$ cat src/rtl/mvp_pkg.sv
// Shared types, codes and constants for the matrix chain block.
// No dependencies.
`timescale 1ns / 1ps
`default_nettype none
package mvp_pkg;

  localparam int FRAC_BITS = 16;
  localparam int ACC_W = 64 - FRAC_BITS + 2;

  localparam logic [1:0] FN_WRITE   = 2'd0;
  localparam logic [1:0] FN_READ    = 2'd1;
  localparam logic [1:0] FN_COMPUTE = 2'd2;

  localparam logic [1:0] MX_WORLD = 2'd0;
  localparam logic [1:0] MX_VIEW  = 2'd1;
  localparam logic [1:0] MX_PROJ  = 2'd2;
  localparam logic [1:0] MX_COMB  = 2'd3;

  localparam logic [1:0] PS_WV    = 2'd0;
  localparam logic [1:0] PS_PROJ  = 2'd1;
  localparam logic [1:0] PS_REMAP = 2'd2;

  localparam logic signed [31:0] FX_ONE = 32'sd1 <<< FRAC_BITS;
  localparam logic signed [31:0] FX_TWO = 32'sd2 <<< FRAC_BITS;

  typedef enum logic [1:0] {
    ST_IDLE,
    ST_MUL,
    ST_EMIT
  } state_t;

  typedef struct packed {
    logic       accept;
    logic       issue;
    logic [1:0] pass;
    logic [1:0] i;
    logic [1:0] j;
    logic [1:0] k;
    logic       emit;
    logic [1:0] row;
    logic       emit_from_p;
  } mvp_cmd_t;

  typedef struct packed {
    logic out_free;
    logic remap;
  } mvp_sts_t;

  function automatic logic signed [31:0] ident_elem(input logic [3:0] idx);
    return (idx[3:2] == idx[1:0]) ? FX_ONE : 32'sd0;
  endfunction

  // depth remap: column 2 becomes 2*c2 - c3
  function automatic logic signed [31:0] remap_elem(input logic [3:0] idx);
    logic signed [31:0] v;
    v = ident_elem(idx);
    if (idx == 4'd10) v = FX_TWO;
    if (idx == 4'd14) v = -FX_ONE;
    return v;
  endfunction

endpackage
`default_nettype wire

$ cat src/rtl/mvp_ctrl.sv
// Sequencer for the matrix chain: accept, multiply passes, row emit.
// Depends on mvp_pkg.
`timescale 1ns / 1ps
`default_nettype none
module mvp_ctrl (
  input  wire logic             clk,
  input  wire logic             rst_n,
  input  wire logic             in_valid,
  input  wire logic [1:0]       in_func,
  output logic                  in_stall,
  input  wire mvp_pkg::mvp_sts_t sts,
  output mvp_pkg::mvp_cmd_t     cmd
);
  import mvp_pkg::*;

  state_t     state_r, state_nxt;
  logic [5:0] cnt_r, cnt_nxt;
  logic [1:0] pass_r, pass_nxt;
  logic [1:0] row_r, row_nxt;
  logic       start;

  assign start = cmd.accept && (in_func == FN_COMPUTE);

  always_comb begin
    state_nxt = state_r;
    cnt_nxt   = cnt_r;
    pass_nxt  = pass_r;
    row_nxt   = row_r;
    case (state_r)
      ST_IDLE: begin
        if (start) begin
          state_nxt = ST_MUL;
          cnt_nxt   = 6'd0;
          pass_nxt  = PS_WV;
        end
      end
      ST_MUL: begin
        cnt_nxt = cnt_r + 6'd1;
        if (cnt_r == 6'd63) begin
          if (pass_r == PS_REMAP || (pass_r == PS_PROJ && !sts.remap)) begin
            state_nxt = ST_EMIT;
            row_nxt   = 2'd0;
          end else begin
            pass_nxt = pass_r + 2'd1;
          end
        end
      end
      ST_EMIT: begin
        if (sts.out_free) begin
          row_nxt = row_r + 2'd1;
          if (row_r == 2'd3) state_nxt = ST_IDLE;
        end
      end
      default: state_nxt = ST_IDLE;
    endcase
  end

  always_comb begin
    in_stall        = !((state_r == ST_IDLE) && sts.out_free);
    cmd.accept      = in_valid && !in_stall;
    cmd.issue       = (state_r == ST_MUL);
    cmd.pass        = pass_r;
    cmd.i           = cnt_r[5:4];
    cmd.j           = cnt_r[3:2];
    cmd.k           = cnt_r[1:0];
    cmd.emit        = (state_r == ST_EMIT) && sts.out_free;
    cmd.row         = row_r;
    cmd.emit_from_p = sts.remap;
  end

  always_ff @(posedge clk) begin
    if (!rst_n) begin
      state_r <= ST_IDLE;
      cnt_r   <= 6'd0;
      pass_r  <= PS_WV;
      row_r   <= 2'd0;
    end else begin
      state_r <= state_nxt;
      cnt_r   <= cnt_nxt;
      pass_r  <= pass_nxt;
      row_r   <= row_nxt;
    end
  end

  a_start_mul: assert property (@(posedge clk) disable iff (!rst_n)
    start |=> state_r == ST_MUL) else $error("compute not started");
  a_emit_free: assert property (@(posedge clk) disable iff (!rst_n)
    cmd.emit |-> sts.out_free) else $error("emit into busy output");
  a_pass_range: assert property (@(posedge clk) disable iff (!rst_n)
    cmd.issue && pass_r == PS_REMAP |-> sts.remap) else $error("remap pass without remap");

endmodule
`default_nettype wire

$ cat config.mk
export PLATFORM = sky130hd
export DESIGN_NAME = mvp_ctrl
export DESIGN_NICKNAME = d
export VERILOG_FILES = /design/src/rtl/mvp_pkg.sv /design/src/rtl/mvp_ctrl.sv
export SDC_FILE = /design/constraint.sdc
export NUM_CORES = 1
export LEC_CHECK = 0
export ABC_AREA = 1
export BUFFER_PORTS_ARGS = -buffer_cell sky130_fd_sc_hd__buf_2
export CAP_MARGIN = 20
export CORE_MARGIN = 4
export CORE_UTILIZATION = 44
export DETAILED_ROUTE_END_ITERATION = 8
export GPL_TIMING_DRIVEN = 0
export PLACE_DENSITY = 0.75
export SLEW_MARGIN = 10
export SYNTH_ARGS = -nofsm -noshare
export SYNTH_HDL_FRONTEND = slang
export SYNTH_SLANG_ARGS = --single-unit
$ cat constraint.sdc
create_clock -name clk -period 1.57 [get_ports clk]
set_clock_uncertainty 0.2 [all_clocks]
set_input_delay 0 -clock clk [delete_from_list [all_inputs] [get_ports clk]]
set_output_delay 0 -clock clk [all_outputs]
set_load 0.02 [all_outputs]
==> impl_summary.log, run 1 <==
[metrics] launch instance of the worst min-delay path: rst_n
[metrics] setup slack of the critical path after layout: -0.00292 ns
[metrics] fin util: 65.2%
[metrics] post-synthesis instance area: 790 sq um
[metrics] Max FO, Critical Path: 3
[metrics] ratio of cells with drive above 1 in the final layout: 45.5%
[metrics] leakage: 0.548 nW
[metrics] Min Hold Slack: -0.195 ns
[metrics] sequential-to-total area share from yosys stat: 30.4%
[metrics] unrepaired setup endpoints after global routing: true
[metrics] Inserted Clock Buffers: 3
[metrics] cell breakdown of the critical path: ha_4 -> nand2_4 -> nor2_4 -> nand2_2 -> nand2_2 -> nand3_2 -> or2_1 -> a21oi_2
[metrics] kind of start point of the critical path: flip-flop
[metrics] end of the worst hold path: pass_r[1]
[metrics] die boundary width: 50.4 um
[metrics] number of global-route vias before repair: 714
[metrics] number of standard-cell rows in the floorplan: 15
[metrics] largest family of logic cells by synthesized area: simple AND/OR/NAND/NOR gates
[metrics] count of clock tree sinks: 12
[metrics] fraction of synthesized area in multiplexers: 0%
[metrics] TritonCTS clock tree: built
[metrics] final net count: 155
[metrics] combined global-route utilization of all metal layers: 14.7%
[metrics] post-synthesis register bit count: 12
[metrics] worst reg-to-reg setup slack: -0.003 ns
[metrics] destination of the worst register-to-register timing path: row_r[1]
[metrics] count of port buffers added during placement: 21
[metrics] Adder-Cell Fraction of Synth Area: 6.34%
[metrics] status: complete, but fails checks
[metrics] post-detailed-route via-to-cell ratio: 4.63
[metrics] final routed DRC violation total: 0
[metrics] half-perimeter wire length of the detailed placement result: 1280 um
[metrics] clock transition time at the flip-flop clock pins of the worst setup and hold paths: 0.08 ns
[metrics] Max VDD drop: 0.464 mV
[metrics] synth warn: 0
[metrics] antenna violations before repair: 0
[metrics] leading cell type in the layout, fill and taps excluded: sky130_fd_sc_hd__nand2_1
[metrics] Tcrit/Tclk final: 100%
[metrics] endpoint class of the critical path: flip-flop
[metrics] synthesized instance count: 109
[metrics] Clock Latency Late Sink: 0.27 ns
[metrics] reg2reg path depth: 8
[metrics] vias: 777
[metrics] Core Region: 0.00171 sq mm
[metrics] synthesized netlist net count: 120
[metrics] clock tree root driver cell: sky130_fd_sc_hd__clkbuf_4
[metrics] violated checks: hold timing, setup timing
[metrics] critical register-to-register path startpoint: cnt_r[0]
[metrics] cell family contributing the most delay on the critical path: simple AND/OR/NAND/NOR gates
[metrics] Iter 0 DRT Violations: 6
[metrics] actual slew at the worst max-slew pin: 0.269 ns
[metrics] simple-gate share of the synthesized area: 39.0%
[metrics] critical setup path kind: reg -> reg
[metrics] Detail Route Antenna Nets: 0
[metrics] Area Growth Syn to Fin: 41.0%
[metrics] class of the tightest hold or removal check: in -> reg
[metrics] Placer Congestion: 0.794
[metrics] number of buffers and inverters on the critical path: 0
[metrics] final wirelength: 1860 um
[metrics] Setup violations, final: 1
[metrics] mean post-synth cell area: 7.24 sq um
[metrics] initial cell density of the core: 46.2%
[metrics] commonest cells after routing, fill and taps aside: sky130_fd_sc_hd__nand2_1 (23), sky130_fd_sc_hd__buf_2 (21), sky130_fd_sc_hd__nor2_1 (13), sky130_fd_sc_hd__inv_1 (12), sky130_fd_sc_hd__buf_4 (11)
[metrics] total die area: 0.00254 sq mm
[metrics] library cells used by synthesis: 23
[metrics] total power after layout: 1.05 mW
[metrics] overall die height: 50.4 um
[metrics] most prevalent standard cell on the critical path: sky130_fd_sc_hd__nand2_2
[metrics] number of cells traversed by the worst hold path: 3
[metrics] Final Hold Violating Endpoints: 12
[metrics] CTS max path bufs: 2
[metrics] top achievable clock speed: 636 MHz
[metrics] Slew HR: 82.1%
[metrics] Inserted Diodes: 0
[metrics] parity-gate share of the synthesized area counting xor and xnor cells: 0%
[metrics] global route overflow: 0
[metrics] average detailed-routed wire length per instance: 11.1 um
[metrics] slowest stage cell, crit path: sky130_fd_sc_hd__dfxtp_4
[metrics] stage delay of the slowest cell on the critical path: 0.38 ns
[metrics] I/O pin cnt: 22
[metrics] global-route wire length before repair: 2910 um
[metrics] number of detailed-routing iterations run before antenna repair: 4
[metrics] Max-cap violations: 0
[metrics] Tmin final: 1.57 ns
[metrics] required time worst endpoint: 1.58 ns
[metrics] power per cell area: 939 mW/mm^2
[metrics] area fraction in compound gates after synthesis: 13.3%
[metrics] critical path arrival: 1.59 ns
[metrics] H-tree depth: 1
[metrics] final count of pins violating max slew: 0
[metrics] maximum number of pins on one net before global-route repair: 11
==> Yosys cell counts (all sizes together) <==
cell type | number | area [sq um]
o21bai | 1 | 18.8
a21oi | 11 | 62.6
nand2 | 28 | 126
inv | 16 | 60.1
dfxtp | 12 | 240
nand4 | 2 | 27.5
nor2 | 16 | 77.6
nand3 | 11 | 70.1
ha | 4 | 50.1
o21ai | 4 | 23.8
buf | 3 | 26.3
or2 | 1 | 6.26
==> report_power, final <==
group / switching [mW] / leakage (nW) / internal, mW
clock: 0.105 / 0.0210 / 0.141
combinational: 0.245 / 0.427 / 0.173
sequential: 0.0457 / 0.100 / 0.336
total: 0.396 / 0.548 / 0.650
==> cell families (layout without fill, tap and decap cells) <==
family / after synthesis / count (layout)
adder cells (fa/ha/maj): 4 / 4
flip-flops: 12 / 12
buffers and inverters: 19 / 53
AND/OR/NAND/NOR: 58 / 58
AO/OA/AOI/OAI: 16 / 16
==> worst reg2reg max path, cell delays in order, from the launching register on <==
cell	delay (ns)
sky130_fd_sc_hd__dfxtp_4	0.38
sky130_fd_sc_hd__ha_4	0.15
sky130_fd_sc_hd__nand2_4	0.06
sky130_fd_sc_hd__nor2_4	0.13
sky130_fd_sc_hd__nand2_2	0.09
sky130_fd_sc_hd__nand2_2	0.09
sky130_fd_sc_hd__nand3_2	0.08
sky130_fd_sc_hd__or2_1	0.25
sky130_fd_sc_hd__a21oi_2	0.11
==> flip-flops by register name (all words and copies together), names as in the netlist <==
register,flops
cnt_r,6
pass_r,2
row_r,2
state_r,2
==> layout make-up <==
cell class,count,area (sq um)
flip-flops and latches,12,255
plain buffers,3,26.3
multi-input cells,78,527
fillers,156,594
repair buffers,30,173
inverters,16,65.1
well taps,25,31.3
clock buffers,4,36.3
==> per-layer routing <==
metal	vias up	global-route usage, %	wire (um)
met5	-	0	0
met4	0	4.04	13
met1	351	18.2	832
met3	2	3.86	58
met2	10	24.8	959
li1	414	-	-
==> worst max-delay path by stage <==
stage                         from       end  slack, ns  cells past startpoint
after floorplan           cnt_r[0]  row_r[1]      -0.04                      8
after global placement    cnt_r[0]  row_r[1]      -0.03                      8
after detailed placement  cnt_r[0]  row_r[1]      -0.06                      8
after CTS                 cnt_r[0]  row_r[1]      -0.04                      8
after global routing      cnt_r[1]  row_r[1]      -0.09                      8
final                     cnt_r[0]  row_r[1]     -0.003                      8
==> per-stage QoR <==
step / worst slack (ns) / TNS [ns] / hold slack, ns / instance area [sq um] / cells
global placement: -0.0299 / -0.0299 / 0.0863 / 931 / 155
floorplan: -0.0367 / -0.0367 / -0.102 / 795 / 109
CTS: -0.0386 / -0.0386 / -0.198 / 982 / 160
detailed placement: -0.0640 / -0.124 / 0.0897 / 931 / 155
global route: -0.0906 / -0.194 / -0.182 / 1110 / 168
finish: -0.00292 / -0.00292 / -0.195 / 1110 / 168
==> timing repair <==
item,CTS,global route
setup buffers,1,9
endpoints found under the setup margin,3,5
resized for setup,3,18
pin swaps,1,12
endpoints found under the hold margin,12,12
gates cloned,0,0
Note: power is estimated with default switching activity, not from simulation.
==> run 2, diff against run 1 <==
--- a/config.mk
+++ b/config.mk
@@ -5,11 +5,10 @@
 export SDC_FILE = /design/constraint.sdc
 export NUM_CORES = 1
 export LEC_CHECK = 0
-export ABC_AREA = 1
 export BUFFER_PORTS_ARGS = -buffer_cell sky130_fd_sc_hd__buf_2
 export CAP_MARGIN = 20
 export CORE_MARGIN = 4
-export CORE_UTILIZATION = 44
+export CORE_UTILIZATION = 43
 export DETAILED_ROUTE_END_ITERATION = 8
 export GPL_TIMING_DRIVEN = 0
 export PLACE_DENSITY = 0.75
==> impl_summary.log, run 2 <==
[metrics] slowest stage cell, crit path: sky130_fd_sc_hd__dfxtp_4
[metrics] number of standard-cell rows in the floorplan: 14
[metrics] Inserted Clock Buffers: 3
[metrics] actual slew at the worst max-slew pin: 0.434 ns
[metrics] Core Region: 0.00152 sq mm
[metrics] Min Hold Slack: 0.293 ns
[metrics] sequential standard cell area: 250 sq um
[metrics] cell breakdown of the critical path: ha_4 -> and3_4 -> and3_4 -> a311o_1 -> a21boi_2
[metrics] Max VDD drop: 0.385 mV
[metrics] Iter 0 DRT Violations: 14
[metrics] leading cell type in the layout, fill and taps excluded: sky130_fd_sc_hd__buf_2
[metrics] number of detailed-routing iterations run before antenna repair: 4
[metrics] commonest cells after routing, fill and taps aside: sky130_fd_sc_hd__buf_2 (21), sky130_fd_sc_hd__buf_4 (10), sky130_fd_sc_hd__nand3_1 (8), sky130_fd_sc_hd__dfxtp_1 (8), sky130_fd_sc_hd__nand2_1 (7)
[metrics] synth warn: 0
[metrics] Slew HR: 71.0%
[metrics] multi-input gate area in the final layout: 443 sq um
[metrics] unrepaired setup endpoints after global routing: true
[metrics] average detailed-routed wire length per instance: 12.6 um
[metrics] reg2reg path depth: 5
[metrics] critical register-to-register path startpoint: cnt_r[0]
[metrics] Fin Setup TNS: 0 ns
[metrics] max FFs per register: 6
[metrics] initial cell density of the core: 45.6%
[metrics] synthesized netlist net count: 91
[metrics] register with the most flip-flops: cnt_r
[metrics] Setup violations, final: 0
[metrics] Placer Congestion: 0.767
[metrics] most prevalent standard cell on the critical path: sky130_fd_sc_hd__and3_4
[metrics] most instantiated library cell after synthesis: sky130_fd_sc_hd__dfxtp_1
[metrics] post-synthesis instance area: 694 sq um
[metrics] biggest area contributors in the synthesized netlist: sky130_fd_sc_hd__dfxtp_1 (35%), sky130_fd_sc_hd__ha_1 (7.2%), sky130_fd_sc_hd__nand3_1 (5.8%), sky130_fd_sc_hd__nand2_1 (3.8%), sky130_fd_sc_hd__and3_1 (3.6%)
[metrics] H-tree depth: 1
[metrics] Max FO, Critical Path: 4
[metrics] end of the worst hold path: row_r[1]
[metrics] cell family contributing the most delay on the critical path: compound AO/OA/AOI/OAI gates
[metrics] half-perimeter wire length of the detailed placement result: 1170 um
[metrics] clock transition time at the flip-flop clock pins of the worst setup and hold paths: 0.08 ns
[metrics] mean post-synth cell area: 8.68 sq um
[metrics] Tcrit/Tclk final: 99.0%
[metrics] synthesized instance count: 80
[metrics] library cells used by synthesis: 30
[metrics] Final Hold Violating Endpoints: 0
[metrics] combined global-route utilization of all metal layers: 17.1%
[metrics] number of filler cells placed in the layout: 138
[metrics] vias: 743
[metrics] maximum number of pins on one net before global-route repair: 11
[metrics] I/O pin cnt: 22
[metrics] Synth top area share: 34.6%
[metrics] top post-synthesis cells by count: sky130_fd_sc_hd__dfxtp_1 (12), sky130_fd_sc_hd__nand3_1 (8), sky130_fd_sc_hd__nand2_1 (7), sky130_fd_sc_hd__inv_1 (5)
[metrics] leakage: 0.471 nW
[metrics] required time worst endpoint: 1.59 ns
[metrics] Clock Latency Late Sink: 0.27 ns
[metrics] final count of pins violating max slew: 0
[metrics] asr flop ratio synth: 0%
[metrics] class of the tightest hold or removal check: reg -> reg
[metrics] Tmin final: 1.55 ns
[metrics] Max-cap violations: 0
[metrics] Area Growth Syn to Fin: 45.2%
[metrics] dominant synthesized flop cell: sky130_fd_sc_hd__dfxtp_1
[metrics] TritonCTS clock tree: built
[metrics] stage delay of the slowest cell on the critical path: 0.36 ns
[metrics] number of global-route vias before repair: 648
[metrics] number of enable flip-flop cells after synthesis: 0
[metrics] global-route wire length before repair: 2780 um
[metrics] post-synthesis register bit count: 12
[metrics] critical path arrival: 1.57 ns
[metrics] clock tree root driver cell: sky130_fd_sc_hd__clkbuf_4
[metrics] ratio of cells with drive above 1 in the final layout: 40.7%
[metrics] top achievable clock speed: 643 MHz
[metrics] status: completed
[metrics] final net count: 130
[metrics] count of port buffers added during placement: 21
[metrics] overall die height: 48.2 um
[metrics] worst reg-to-reg setup slack: 0.02 ns
[metrics] summed area of non-filler cells in the final layout: 0.00101 sq mm
[metrics] number of buffers and inverters on the critical path: 0
[metrics] power per cell area: 584 mW/mm^2
[metrics] endpoint class of the critical path: flip-flop
[metrics] post-detailed-route via-to-cell ratio: 5.54
[metrics] final wirelength: 1690 um
[metrics] Synth area leader: sky130_fd_sc_hd__dfxtp_1
[metrics] kind of start point of the critical path: flip-flop
[metrics] antenna violations before repair: 0
[metrics] cell area reported after detailed placement: 841 sq um
[metrics] Inserted Diodes: 0
[metrics] CTS max path bufs: 2
[metrics] total die area: 0.00232 sq mm
[metrics] total power after layout: 0.589 mW
[metrics] die boundary width: 48.2 um
[metrics] Detail Route Antenna Nets: 0
[metrics] critical setup path kind: reg -> reg
[metrics] launch instance of the worst min-delay path: row_r[1]
[metrics] final routed DRC violation total: 0
[metrics] global route overflow: 0
[metrics] destination of the worst register-to-register timing path: pass_r[1]
[metrics] sequential-to-total area share from yosys stat: 34.6%
[metrics] number of cells traversed by the worst hold path: 2
[metrics] fin util: 66.2%
[metrics] count of clock tree sinks: 12
## run 2: what timing repair did
action	CTS	global route
hold buffers	6	0
pin swaps	2	2
buffers inserted	2	5
endpoints found under the hold margin	10	0
gates resized for setup	1	7
endpoints found under the setup margin	2	7
## run 2: cells by family after synthesis
| kind of cell | share of synthesized area (%) |
|---|---|
| and+or+nand+nor | 28.8 |
| AOI/OAI and AO/OA | 19.5 |
| DFF | 34.6 |
| buffers and inverters | 7.03 |
| adders and majority gates | 7.21 |
| muxes | 2.88 |
## run 2: worst max path at each step
stage / startpoint / end / slack (ns) / cells past startpoint
floorplan: cnt_r[0] / pass_r[0] / 0.02 / 5
global placement: cnt_r[0] / pass_r[0] / 0.003 / 5
detailed placement: cnt_r[0] / pass_r[0] / -0.01 / 5
CTS: in_func[0] / cnt_r[5] / 0.009 / 6
global route: cnt_r[0] / pass_r[1] / -0.04 / 5
finish: cnt_r[0] / pass_r[1] / 0.02 / 5
## run 2: area by class of cell
type	count	share of cell area, %
Sequential cell	12	24.8
Tap cell	16	1.99
Multi-Input combinational cell	58	43.9
Clock buffer	4	2.61
Timing Repair Buffer	34	21.6
Buffer	4	2.61
Inverter	6	2.48
## run 2: through the flow
step	setup slack (ns)	instances
2_1_floorplan	0.0198	80
3_3_place_gp	0.00322	117
3_5_place_dp	-0.0109	117
4_1_cts	0.00871	129
5_1_grt	-0.0396	134
6_report	0.0153	134
## run 2: layer usage
layer  track usage, %  vias up  wire length, um
li1                 -      369                -
met1             20.8      348              721
met2             28.1       24              849
met3             5.54        2              110
met4             5.91        0                8
met5                0        -                0
## run 2: power breakdown
group / total (mW) / switching [mW] / internal, mW
sequential: 0.307 / 0.00332 / 0.304
clock: 0.203 / 0.105 / 0.0985
combinational: 0.0784 / 0.0392 / 0.0392
total: 0.589 / 0.147 / 0.442
## run 2: tightest hold or removal path, cell delays in order (launching register included)
cell	delay, ns
sky130_fd_sc_hd__dfxtp_1	0.33
sky130_fd_sc_hd__nand3_1	0.06
sky130_fd_sc_hd__o21ai_0	0.06
